**config.mk**
```make
export PLATFORM = sky130hd
export DESIGN_NAME = arithmetic_encoder_32bit
export DESIGN_NICKNAME = d
export VERILOG_FILES = /design/src/hw/rtl/ae32_pkg.sv /design/src/hw/rtl/ae32_muldiv.sv /design/src/hw/rtl/arithmetic_encoder_32bit.sv
export SDC_FILE = /design/constraint.sdc
export NUM_CORES = 2
export LEC_CHECK = 0
export BUFFER_PORTS_ARGS = -buffer_cell sky130_fd_sc_hd__buf_4
export CORE_UTILIZATION = 35
export CTS_CLUSTER_DIAMETER = 150
export CTS_CLUSTER_SIZE = 40
export DETAILED_ROUTE_END_ITERATION = 10
export GPL_TIMING_DRIVEN = 0
export SLEW_MARGIN = 25
export SYNTH_ARGS = -nofsm -noshare
export SYNTH_HDL_FRONTEND = slang
export SYNTH_SLANG_ARGS = --single-unit
export TNS_END_PERCENT = 5
```
**constraint.sdc**
```tcl
create_clock -name clk -period 18.7 [get_ports clk]
set_input_delay 0 -clock clk [delete_from_list [all_inputs] [get_ports clk]]
set_output_delay 0 -clock clk [all_outputs]
set_load 0.005 [all_outputs]
```
**src/hw/rtl/ae32_pkg.sv**
```systemverilog
// ----------------------------------------------------------------------------
// ae32_pkg
// shared types and constants of the 32-bit binary arithmetic encoder
// ----------------------------------------------------------------------------
package ae32_pkg;

  localparam int FREQ_BITS_DEF = 16;

  localparam int REG_W  = 32;  // interval register width
  localparam int RNG_W  = 33;  // interval range high - low + 1
  localparam int CNT_W  = 17;  // cumulative count and total width
  localparam int CL_W   = 16;  // cum_low width
  localparam int PEND_W = 16;  // pending bit counter width

  localparam int MAX_EMIT = 32;
  localparam int EMIT_W   = $clog2(MAX_EMIT + 1);

  localparam logic [REG_W-1:0]  TOP_MASK = 32'hFFFF_FFFF;
  localparam logic [REG_W-1:0]  QUARTER  = 32'h4000_0000;
  localparam logic [PEND_W-1:0] PEND_MAX = 16'hFFFF;

  localparam logic MODE_ENCODE = 1'b0;
  localparam logic MODE_FLUSH  = 1'b1;

  typedef struct packed {
    logic             mode;
    logic [CL_W-1:0]  cum_low;
    logic [CNT_W-1:0] cum_high;
    logic [CNT_W-1:0] total;
  } in_t;

  typedef struct packed {
    logic              out_bit;
    logic [PEND_W-1:0] follow_count;
    logic              last;
  } out_t;

  function automatic logic [PEND_W-1:0] pend_bump(input logic [PEND_W-1:0] p);
    pend_bump = (p == PEND_MAX) ? p : p + 1'b1;
  endfunction

endpackage

```
**src/hw/rtl/ae32_muldiv.sv**
```systemverilog
// ----------------------------------------------------------------------------
// ae32_muldiv
// scaled division (a * b) / d, one multiply then one quotient bit per cycle
// ----------------------------------------------------------------------------
module ae32_muldiv import ae32_pkg::*; #(
  parameter int A_W = RNG_W,
  parameter int B_W = CNT_W
) (
  input  logic           clk,
  input  logic           rst_n,
  input  logic           start,
  input  logic [A_W-1:0] op_a,
  input  logic [B_W-1:0] op_b,
  input  logic [B_W-1:0] op_d,
  output logic           done,
  output logic [A_W-1:0] quot
);

  localparam int P_W = A_W + B_W;
  localparam int C_W = $clog2(A_W + 1);
  localparam logic [C_W-1:0] STEPS = C_W'(A_W);

  logic [P_W-1:0] prod;
  logic [B_W-1:0] rem_r;
  logic [A_W-1:0] sh_r;
  logic [B_W-1:0] div_r;
  logic [C_W-1:0] cnt_r;
  logic           busy_r;
  logic           done_r;
  logic [B_W:0]   rem2;
  logic [B_W:0]   diff;
  logic           ge;

  // b never exceeds d, so the top part of the product is already below d
  assign prod = op_a * op_b;
  assign rem2 = {rem_r, sh_r[A_W-1]};
  assign ge   = (rem2 >= {1'b0, div_r});
  assign diff = rem2 - {1'b0, div_r};

  always_ff @(posedge clk) begin
    if (!rst_n) begin
      busy_r <= 1'b0;
      done_r <= 1'b0;
      cnt_r  <= '0;
    end else begin
      done_r <= 1'b0;
      if (start) begin
        busy_r <= 1'b1;
        cnt_r  <= STEPS;
      end else if (busy_r) begin
        cnt_r <= cnt_r - 1'b1;
        if (cnt_r == C_W'(1)) begin
          busy_r <= 1'b0;
          done_r <= 1'b1;
        end
      end
    end
  end

  always_ff @(posedge clk) begin
    if (start) begin
      rem_r <= prod[P_W-1:A_W];
      sh_r  <= prod[A_W-1:0];
      div_r <= op_d;
    end else if (busy_r) begin
      rem_r <= ge ? diff[B_W-1:0] : rem2[B_W-1:0];
      sh_r  <= {sh_r[A_W-2:0], ge};
    end
  end

  assign done = done_r;
  assign quot = sh_r;

endmodule

```
**src/hw/rtl/arithmetic_encoder_32bit.sv**
```systemverilog
// ----------------------------------------------------------------------------
// arithmetic_encoder_32bit
// binary arithmetic range encoder with 32-bit high/low interval registers
// ----------------------------------------------------------------------------
//
//   channel   ports                          transfer moves
//   input     in_valid  in_ready  in_data    one symbol (counts) or a flush
//   result    out_valid out_ready out_data   one code bit with follow count
//
// an encode symbol makes two passes through the shared multiply/divide unit
// (a multiply, then the quotient bits, then a hand-off each) and then
// renormalizes the interval one shift at a time
// a symbol with invalid counts is dropped in its transfer cycle, a flush waits
// for a free result register; in_ready is high only while the sequencer is idle
// a stalled result register holds the renormalization loop on its next bit
// rst_n is synchronous, active low; high = all ones, low = pending = zero
// ----------------------------------------------------------------------------
module arithmetic_encoder_32bit import ae32_pkg::*; #(
  parameter int FREQ_BITS = FREQ_BITS_DEF
) (
  input  logic clk,
  input  logic rst_n,
  input  logic in_valid,
  output logic in_ready,
  input  in_t  in_data,
  output logic out_valid,
  input  logic out_ready,
  output out_t out_data
);

  // sequencer states
  localparam logic [2:0] S_IDLE  = 3'd0;
  localparam logic [2:0] S_FLUSH = 3'd1;
  localparam logic [2:0] S_STH   = 3'd2;
  localparam logic [2:0] S_WTH   = 3'd3;
  localparam logic [2:0] S_STL   = 3'd4;
  localparam logic [2:0] S_WTL   = 3'd5;
  localparam logic [2:0] S_REN   = 3'd6;

  // largest legal model total
  localparam logic [31:0] TOT_LIMIT = 32'd1 << FREQ_BITS;

  logic [2:0]        state_r, state_nxt;
  logic [REG_W-1:0]  high_r, high_nxt;
  logic [REG_W-1:0]  low_r, low_nxt;
  logic [PEND_W-1:0] pend_r, pend_nxt;
  logic [RNG_W-1:0]  rng_r;
  logic [CNT_W-1:0]  cl_r, ch_r, tot_r;
  logic [RNG_W-1:0]  qh_r;
  logic [EMIT_W-1:0] nemit_r, nemit_nxt;

  // one held code bit, sent once we know whether another bit follows
  logic              hold_v_r, hold_v_nxt;
  logic              hold_bit_r, hold_bit_nxt;
  logic [PEND_W-1:0] hold_cnt_r, hold_cnt_nxt;

  logic              out_v_r, out_v_nxt;
  out_t              out_r, out_nxt;

  logic              in_xfer;
  logic              cnt_bad;
  logic              out_free;
  logic              div_start;
  logic [CNT_W-1:0]  div_b;
  logic              div_done;
  logic [RNG_W-1:0]  div_q;
  logic              emit_c, strad_c;

  assign in_ready  = (state_r == S_IDLE);
  assign in_xfer   = in_valid && in_ready;
  assign out_free  = !out_v_r || out_ready;
  assign out_valid = out_v_r;
  assign out_data  = out_r;

  // invalid counts leave the state untouched
  assign cnt_bad = (in_data.total == '0)
                || ({15'd0, in_data.total} > TOT_LIMIT)
                || (in_data.cum_high > in_data.total)
                || ({1'b0, in_data.cum_low} >= in_data.cum_high);

  // high pass scales by cum_high, low pass by cum_low
  assign div_start = (state_r == S_STH) || (state_r == S_STL);
  assign div_b     = (state_r == S_STH) ? ch_r : cl_r;

  ae32_muldiv #(
    .A_W (RNG_W),
    .B_W (CNT_W)
  ) u_muldiv (
    .clk   (clk),
    .rst_n (rst_n),
    .start (div_start),
    .op_a  (rng_r),
    .op_b  (div_b),
    .op_d  (tot_r),
    .done  (div_done),
    .quot  (div_q)
  );

  // renormalization cases: both top bits agree, or straddling the middle
  assign emit_c  = !high_r[REG_W-1] || low_r[REG_W-1];
  assign strad_c = (high_r[REG_W-1:REG_W-2] == 2'b10) && (low_r[REG_W-1:REG_W-2] == 2'b01);

  always_comb begin
    state_nxt    = state_r;
    high_nxt     = high_r;
    low_nxt      = low_r;
    pend_nxt     = pend_r;
    nemit_nxt    = nemit_r;
    hold_v_nxt   = hold_v_r;
    hold_bit_nxt = hold_bit_r;
    hold_cnt_nxt = hold_cnt_r;
    out_v_nxt    = out_v_r && !out_ready;
    out_nxt      = out_r;

    unique case (state_r)
      S_IDLE: begin
        if (in_xfer) begin
          if (in_data.mode == MODE_FLUSH) begin
            state_nxt = S_FLUSH;
          end else if (!cnt_bad) begin
            state_nxt = S_STH;
          end
        end
      end
      S_FLUSH: begin
        if (out_free) begin
          out_v_nxt            = 1'b1;
          out_nxt.out_bit      = (low_r >= QUARTER);
          out_nxt.follow_count = pend_bump(pend_r);
          out_nxt.last         = 1'b1;
          high_nxt             = TOP_MASK;
          low_nxt              = '0;
          pend_nxt             = '0;
          state_nxt            = S_IDLE;
        end
      end
      S_STH: begin
        state_nxt = S_WTH;
      end
      S_WTH: begin
        if (div_done) begin
          state_nxt = S_STL;
        end
      end
      S_STL: begin
        state_nxt = S_WTL;
      end
      S_WTL: begin
        if (div_done) begin
          high_nxt  = low_r + qh_r[REG_W-1:0] - 1'b1;
          low_nxt   = low_r + div_q[REG_W-1:0];
          nemit_nxt = '0;
          state_nxt = S_REN;
        end
      end
      S_REN: begin
        if ((nemit_r != EMIT_W'(MAX_EMIT)) && emit_c) begin
          // a new bit: the held one goes out first, not marked last
          if (!hold_v_r || out_free) begin
            if (hold_v_r) begin
              out_v_nxt            = 1'b1;
              out_nxt.out_bit      = hold_bit_r;
              out_nxt.follow_count = hold_cnt_r;
              out_nxt.last         = 1'b0;
            end
            hold_v_nxt   = 1'b1;
            hold_bit_nxt = high_r[REG_W-1];
            hold_cnt_nxt = pend_r;
            pend_nxt     = '0;
            high_nxt     = {high_r[REG_W-2:0], 1'b1};
            low_nxt      = {low_r[REG_W-2:0], 1'b0};
            nemit_nxt    = nemit_r + 1'b1;
          end
        end else if ((nemit_r != EMIT_W'(MAX_EMIT)) && strad_c) begin
          high_nxt = {high_r[REG_W-1], high_r[REG_W-3:0], 1'b1};
          low_nxt  = {low_r[REG_W-1], low_r[REG_W-3:0], 1'b0};
          pend_nxt = pend_bump(pend_r);
        end else begin
          // loop ends: the held bit is the last of this symbol
          if (!hold_v_r) begin
            state_nxt = S_IDLE;
          end else if (out_free) begin
            out_v_nxt            = 1'b1;
            out_nxt.out_bit      = hold_bit_r;
            out_nxt.follow_count = hold_cnt_r;
            out_nxt.last         = 1'b1;
            hold_v_nxt           = 1'b0;
            state_nxt            = S_IDLE;
          end
        end
      end
      default: begin
        state_nxt = S_IDLE;
      end
    endcase
  end

  // control state
  always_ff @(posedge clk) begin
    if (!rst_n) begin
      state_r  <= S_IDLE;
      high_r   <= TOP_MASK;
      low_r    <= '0;
      pend_r   <= '0;
      nemit_r  <= '0;
      hold_v_r <= 1'b0;
      out_v_r  <= 1'b0;
    end else begin
      state_r  <= state_nxt;
      high_r   <= high_nxt;
      low_r    <= low_nxt;
      pend_r   <= pend_nxt;
      nemit_r  <= nemit_nxt;
      hold_v_r <= hold_v_nxt;
      out_v_r  <= out_v_nxt;
    end
  end

  // payload registers
  always_ff @(posedge clk) begin
    hold_bit_r <= hold_bit_nxt;
    hold_cnt_r <= hold_cnt_nxt;
    out_r      <= out_nxt;
    if (in_xfer) begin
      cl_r  <= {1'b0, in_data.cum_low};
      ch_r  <= in_data.cum_high;
      tot_r <= in_data.total;
      rng_r <= {1'b0, high_r} - {1'b0, low_r} + 1'b1;
    end
    if ((state_r == S_WTH) && div_done) begin
      qh_r <= div_q;
    end
  end

endmodule

```
### Yosys cells after proc, flatten, opt, wreduce, memory -nomap -nowiden

Index checks and enable logic that the tools add are counted.

* flip-flop bits (word level): 316
* bits of input ports: 55
* output and inout bits: 20
* logic and storage cells: 167

* $add $sub $neg: 9
* $mul: 1
* magnitude comparators: 5
* equal/unequal tests: 27
* muxes and demuxes: 64
* bitwise logic cells: 2
* reductions and logical operators: 33

Operators with widths (number)
* 32-bit 2-to-1 mux: 8
* 32-bit one-hot mux with 3 select lines: 2
* 18-bit 2-to-1 mux: 7
* 16-bit 2-to-1 mux: 5
* 17-bit 2-to-1 mux: 4
* 33-bit 2-to-1 mux: 2
* 32-bit adder: 2
* 31-bit 2-to-1 mux: 2
* 33-bit by 17-bit multiplier with 50-bit output: 1
* 18-bit one-hot mux with 2 select lines: 1
* 33-bit by 1-bit adder with 33-bit output (second input constant): 1
* 32-bit by 32-bit subtractor with 33-bit output: 1
* 32-bit by 31-bit greater-or-equal comparator with 1-bit output (second input constant): 1
* 16-bit one-hot mux with 2 select lines: 1
* 32-bit by 1-bit subtractor with 32-bit output (second input constant): 1
* 6-bit 2-to-1 mux: 5
* 3-bit 2-to-1 mux: 9
* 3-bit one-hot mux with 7 select lines: 1
* 18-bit by 17-bit greater-or-equal comparator with 1-bit output: 1
* 16-bit by 17-bit greater-or-equal comparator with 1-bit output: 1
* 17-bit > comparator: 1
* 17-bit > comparator (second input constant): 1
* 17-bit zero test: 1
* 17-bit subtractor: 1
* 30 further kinds: 81

### Depth between registers and ports, before layout

* word-level depth: 8
* depth in mapped cells: 30
* gate-level depth less buffers: 27

### Modules after synthesis

A second synthesis with hierarchy kept.

* cells, all modules: 4206
* area total of the unflattened synthesis: 38255.4 µm²

Modules (own cells, without submodules)
* ae32_muldiv: times used 1, cells each 2451, area an instance 21972.3 µm², sequential area each 2172.1 µm²
* arithmetic_encoder_32bit: times used 1, cells each 1755, area an instance 16283.1 µm², sequential area each 6326.1 µm²

### Worst setup path after synthesis

Ideal clock, no wire load.

* path type: reg-to-reg
* from: reg state_r[1]
* to: reg u_muldiv.rem_r[13] (data pin)
* library setup time: 0.258 ns
* data arrival time: 7.519 ns
* data required time: 18.442 ns
* path slack: 10.923 ns
* stages on the path, launching flop included: 29
* buffers on the path: 4
* clock period less this slack: 7.777 ns
* cell sequence: dfxtp_1 clkbuf_1 inv_1 nor3_1 clkbuf_1 mux2_2 clkbuf_1 and2_1 fa_1 inv_1 fa_1 fa_1 inv_1 fa_1 fa_1 inv_1 fa_1 inv_1 ha_1 clkbuf_1 a21oi_1 o21ai_0 nor2b_1 or4_1 a41oi_2 o31ai_1 a21oi_1 o21ai_0 o221a_2

* longest elaborated chain between the ends: 4
* elaborated cells between the ends (all ways): 6
* those cells by class: 1 x mul; 2 x eq/ne; 2 x mux; 1 x reduce/logical

Ends and longest elaborated chain
* start: declaration: RTL line arithmetic_encoder_32bit.sv:43 `logic [2:0] state_r, state_nxt;`
* start signal: assignment: RTL line arithmetic_encoder_32bit.sv:209 `state_r <= state_nxt;`
* 3-bit by 2-bit == test with 1-bit output: RTL line arithmetic_encoder_32bit.sv:82, arithmetic_encoder_32bit.sv:83
* 17-bit 2-to-1 mux: RTL line arithmetic_encoder_32bit.sv:83 `assign div_b = (state_r == S_STH) ? ch_r : cl_r;`
* 33-bit by 17-bit multiplier with 50-bit output: RTL line ae32_muldiv.sv:35 `assign prod = op_a * op_b;`
* 17-bit 2-to-1 mux (*): RTL line ae32_muldiv.sv:61 `if (start) begin`
* end signal: assignment: RTL line ae32_muldiv.sv:62 `rem_r <= prod[P_W-1:A_W];`
* end signal: assignment: RTL line ae32_muldiv.sv:66 `rem_r <= ge ? diff[B_W-1:0] : rem2[B_W-1:0];`
* end: declaration: RTL line ae32_muldiv.sv:24 `logic [B_W-1:0] rem_r;`

Mark *: on every way between the ends. The rest lies on a longest branch, timed or not.
A chain may end at the register's enable or synchronous reset.

### Final worst setup path

* from: reg state_r[1]
* to: reg u_muldiv.rem_r[9] (data pin)

Same word-level chain as after synthesis.

==> flow_metrics.tcl <==
set metrics [dict create \
    outcome "finished, final reports clean" \
    dieWidth_um 329.0 \
    critical_path_at_ns 10.60 \
    syn_inst 4110 \
    filler_cell_count 10720 \
    yosys.cell_types.count 76 \
    worstSkewPairLatency_ns 0.54 \
    rows 119 \
    synthTopCellsByArea "fa_1, edfxtp_1, ha_1" \
    ratio_of_final_minimum_period_to_clock_period 0.5527 \
    place.gp.congestion 0.9123 \
    ys_top_cells_by_count "inv_1, nand2_1, fa_1" \
    path_class "flop to flop" \
    maximum_number_of_pins_on_one_net_before_global_route_repair 48 \
    die_height_um 329.0 \
    r2r-end "u_muldiv.rem_r[9]" \
    ctsResizeCount 0 \
    number_of_antenna_violations_at_the_first_check_in_global_routing 2 \
    timing.critical_path.to_type "flop" \
    tritoncts "built" \
    placeableCoreArea_um2 105700 \
    groute.usage.overall 0.2129 \
    ff2ff_setup_slack_ns 8.36 \
    critPathLaunch "state_r[1]" \
    maxCapViolCount 0 \
    ys_ff_latch 316 \
    postCtsHoldBufs 52 \
    cts.htree.levels 1 \
    reg2reg_from "state_r[1]" \
    whs_endpoint "nemit_r[5]" \
    worst-endpoint-required_ns 18.96 \
    layout-drive-gt1-share 0.03239 \
    first_global_vias 30150 \
    final.setup.tns_ns 0 \
    final-hold-violation-count 0 \
    cts_num_sinks 316 \
    num_io_pins 75 \
    critical_path.top_delay_family "adder cells" \
    area_delta_synth_final_pct 8.711 \
    max-slew-margin-rel 0.2056 \
    postCtsSetupBuffers 0 \
    seq_area_frac_synth 0.2270 \
    antenna-diode-count 0 \
    layout.nets 5113 \
    yosysWarnings 0 \
    clock_buffers_created_by_tritoncts 11 \
    fp.dieArea_um2 108300 \
    cts.reportedPaths.clkPinSlew_ns 0.14 \
    reg2regPathDepth 27 \
    tightestPinTransition_ns 1.192 \
    fmaxAchievable_mhz 96.75 \
    post-synth-top-area-fraction 0.2503 \
    min_delay_path_depth 3 \
    start_util 0.3541 \
    yosys.cell_count.top_type "inv_1" \
    compound_cell_area_share_of_the_yosys_netlist 0.1263 \
    timing.hold.worst.class "primary input to flop" \
    crit_cells 27 \
    num_vias 29640 \
    ant_nets 0 \
    synth_fp_nets 4967 \
    postSynthAreaPerCell_um2 9.108 \
    numPortBuffers 73 \
    max_stage_delay_ns 0.74 \
    first_pass_grt_wire_length_um 177800 \
    yosys-mux-area-fraction 0.008290 \
    synthesized_area_fraction_occupied_by_xor_and_xnor_cells 0.03650 \
    number_of_buffer_and_inverter_stages_on_the_critical_path 8 \
    routedWlPerCell_um 20.20 \
    yosys.area_share.adder 0.3619 \
    crit_path_frequent_cell "fa_1" \
    hp-start "rst_n" \
    yosys.area_share.simple 0.1495 \
    rsz_0062_raised_after_global_routing "no" \
    vias_per_cell 5.245 \
    synth_enable_flop_cells 217 \
    final_max_slew_viol_count 0 \
    grt_overflow_total 0 \
    min_period_ns 10.34 \
    aggregate_routed_wire_length_um 114100 \
    root_buffer "clkbuf_16" \
    hpwl_um 91370 \
    post-route-drc-count 0 \
    postSynth.topFlopCell "edfxtp_1" \
    timing.critical_path.slowest_stage_cell "clkbuf_1" \
    dr.pass1.iters 7 \
    mappedNetlistArea_um2 37430 \
    clk_path_buf_depth 3 \
    setup_viol_count_final 0 \
    detailedRoute.firstIterationViolations 2181 \
    cell_taking_the_most_area_after_synthesis "fa_1" \
    cp-start-kind "flop" \
    final.setup_skew_ns 0.03938 \
    largest_family_of_logic_cells_by_synthesized_area "adder cells" \
    critical_path.max_fanout 10 \
    postSynth.asyncResetShare 0 \
]
[cell families after synthesis]
kind of cell / Yosys count
AND/OR/NAND/NOR: 1186
adder cells (fa/ha/maj): 802
buffers and inverters: 901
AO/OA/AOI/OAI: 720
multiplexers: 29
XOR/XNOR: 156
flip-flops: 316
[how the worst max path moves through the flow]
stage                               to
floorplan           u_muldiv.rem_r[13]
global placement     u_muldiv.rem_r[9]
detailed placement   u_muldiv.rem_r[9]
CTS                  u_muldiv.rem_r[9]
global route         u_muldiv.rem_r[9]
finish               u_muldiv.rem_r[9]
[sequential cells by signal (all words and copies together), names as in the netlist]
name / count
u_muldiv.cnt_r: 6
qh_r: 32
u_muldiv.quot: 33
state_r: 3
rng_r: 33
nemit_r: 6
out_valid: 1
tot_r: 17
hold_v_r: 1
u_muldiv.div_r: 17
u_muldiv.done: 1
high_r: 32
out_data: 18
hold_cnt_r: 16
hold_bit_r: 1
u_muldiv.busy_r: 1
u_muldiv.rem_r: 17
pend_r: 16
low_r: 32
cl_r: 16
ch_r: 17
[final cells by class]
type	count	area [um2]	area share
Multi-Input combinational cell	2893	25580	0.6286
Sequential cell	316	8498	0.2088
Inverter	723	2714	0.06669
Tap cell	1391	1740	0.04277
Timing Repair Buffer	133	1165	0.02863
Buffer	178	671.9	0.01651
Clock buffer	16	294.0	0.007226
Clock inverter	1	30.03	0.0007379
[routing by layer]
| metal | track usage | wire, um |
|---|---|---|
| met1 | 0.2940 | 50490 |
| met2 | 0.3445 | 52100 |
| met3 | 0.02872 | 7779 |
| met4 | 0.06714 | 3751 |
| met5 | 0 | 0 |
[placed cells by master, fill, tap and decap left out, types with 140 or more instances in the layout]
| cell type | instances |
|---|---|
| and2_1 | 211 |
| nand2_1 | 539 |
| fa_1 | 468 |
| a21oi_1 | 203 |
| ha_1 | 334 |
| edfxtp_1 | 217 |
| o21ai_0 | 140 |
| nor2_1 | 164 |
| clkbuf_1 | 174 |
| inv_1 | 721 |
[metrics by stage]
| step | hold WS, ns | setup WS (ns) | area (um2) | instances | utilization |
|---|---|---|---|---|---|
| 2_1_floorplan | 0.09887 | 10.92 | 37430 | 4110 | - |
| 3_3_place_gp | 0.1910 | 8.373 | 39720 | 5574 | 0.3757 |
| 3_5_place_dp | 0.1922 | 8.497 | 39850 | 5582 | 0.3769 |
| 4_1_cts | 0.1012 | 8.425 | 40690 | 5651 | 0.3849 |
| 5_1_grt | 0.1124 | 7.909 | 40690 | 5651 | 0.3849 |
| 6_report | 0.1099 | 8.364 | 40690 | 5651 | 0.3849 |
[worst min-delay path: cells and delay by family]
family,cells,cell delay (ns)
and+or+nand+nor,1,0.27
buffers and inverters,1,0.26
AOI/OAI and AO/OA,1,0.06
Power is left out: the tool's default activity adds up to more than one toggle a clock period on the data nets, which glitch-free logic cannot reach.
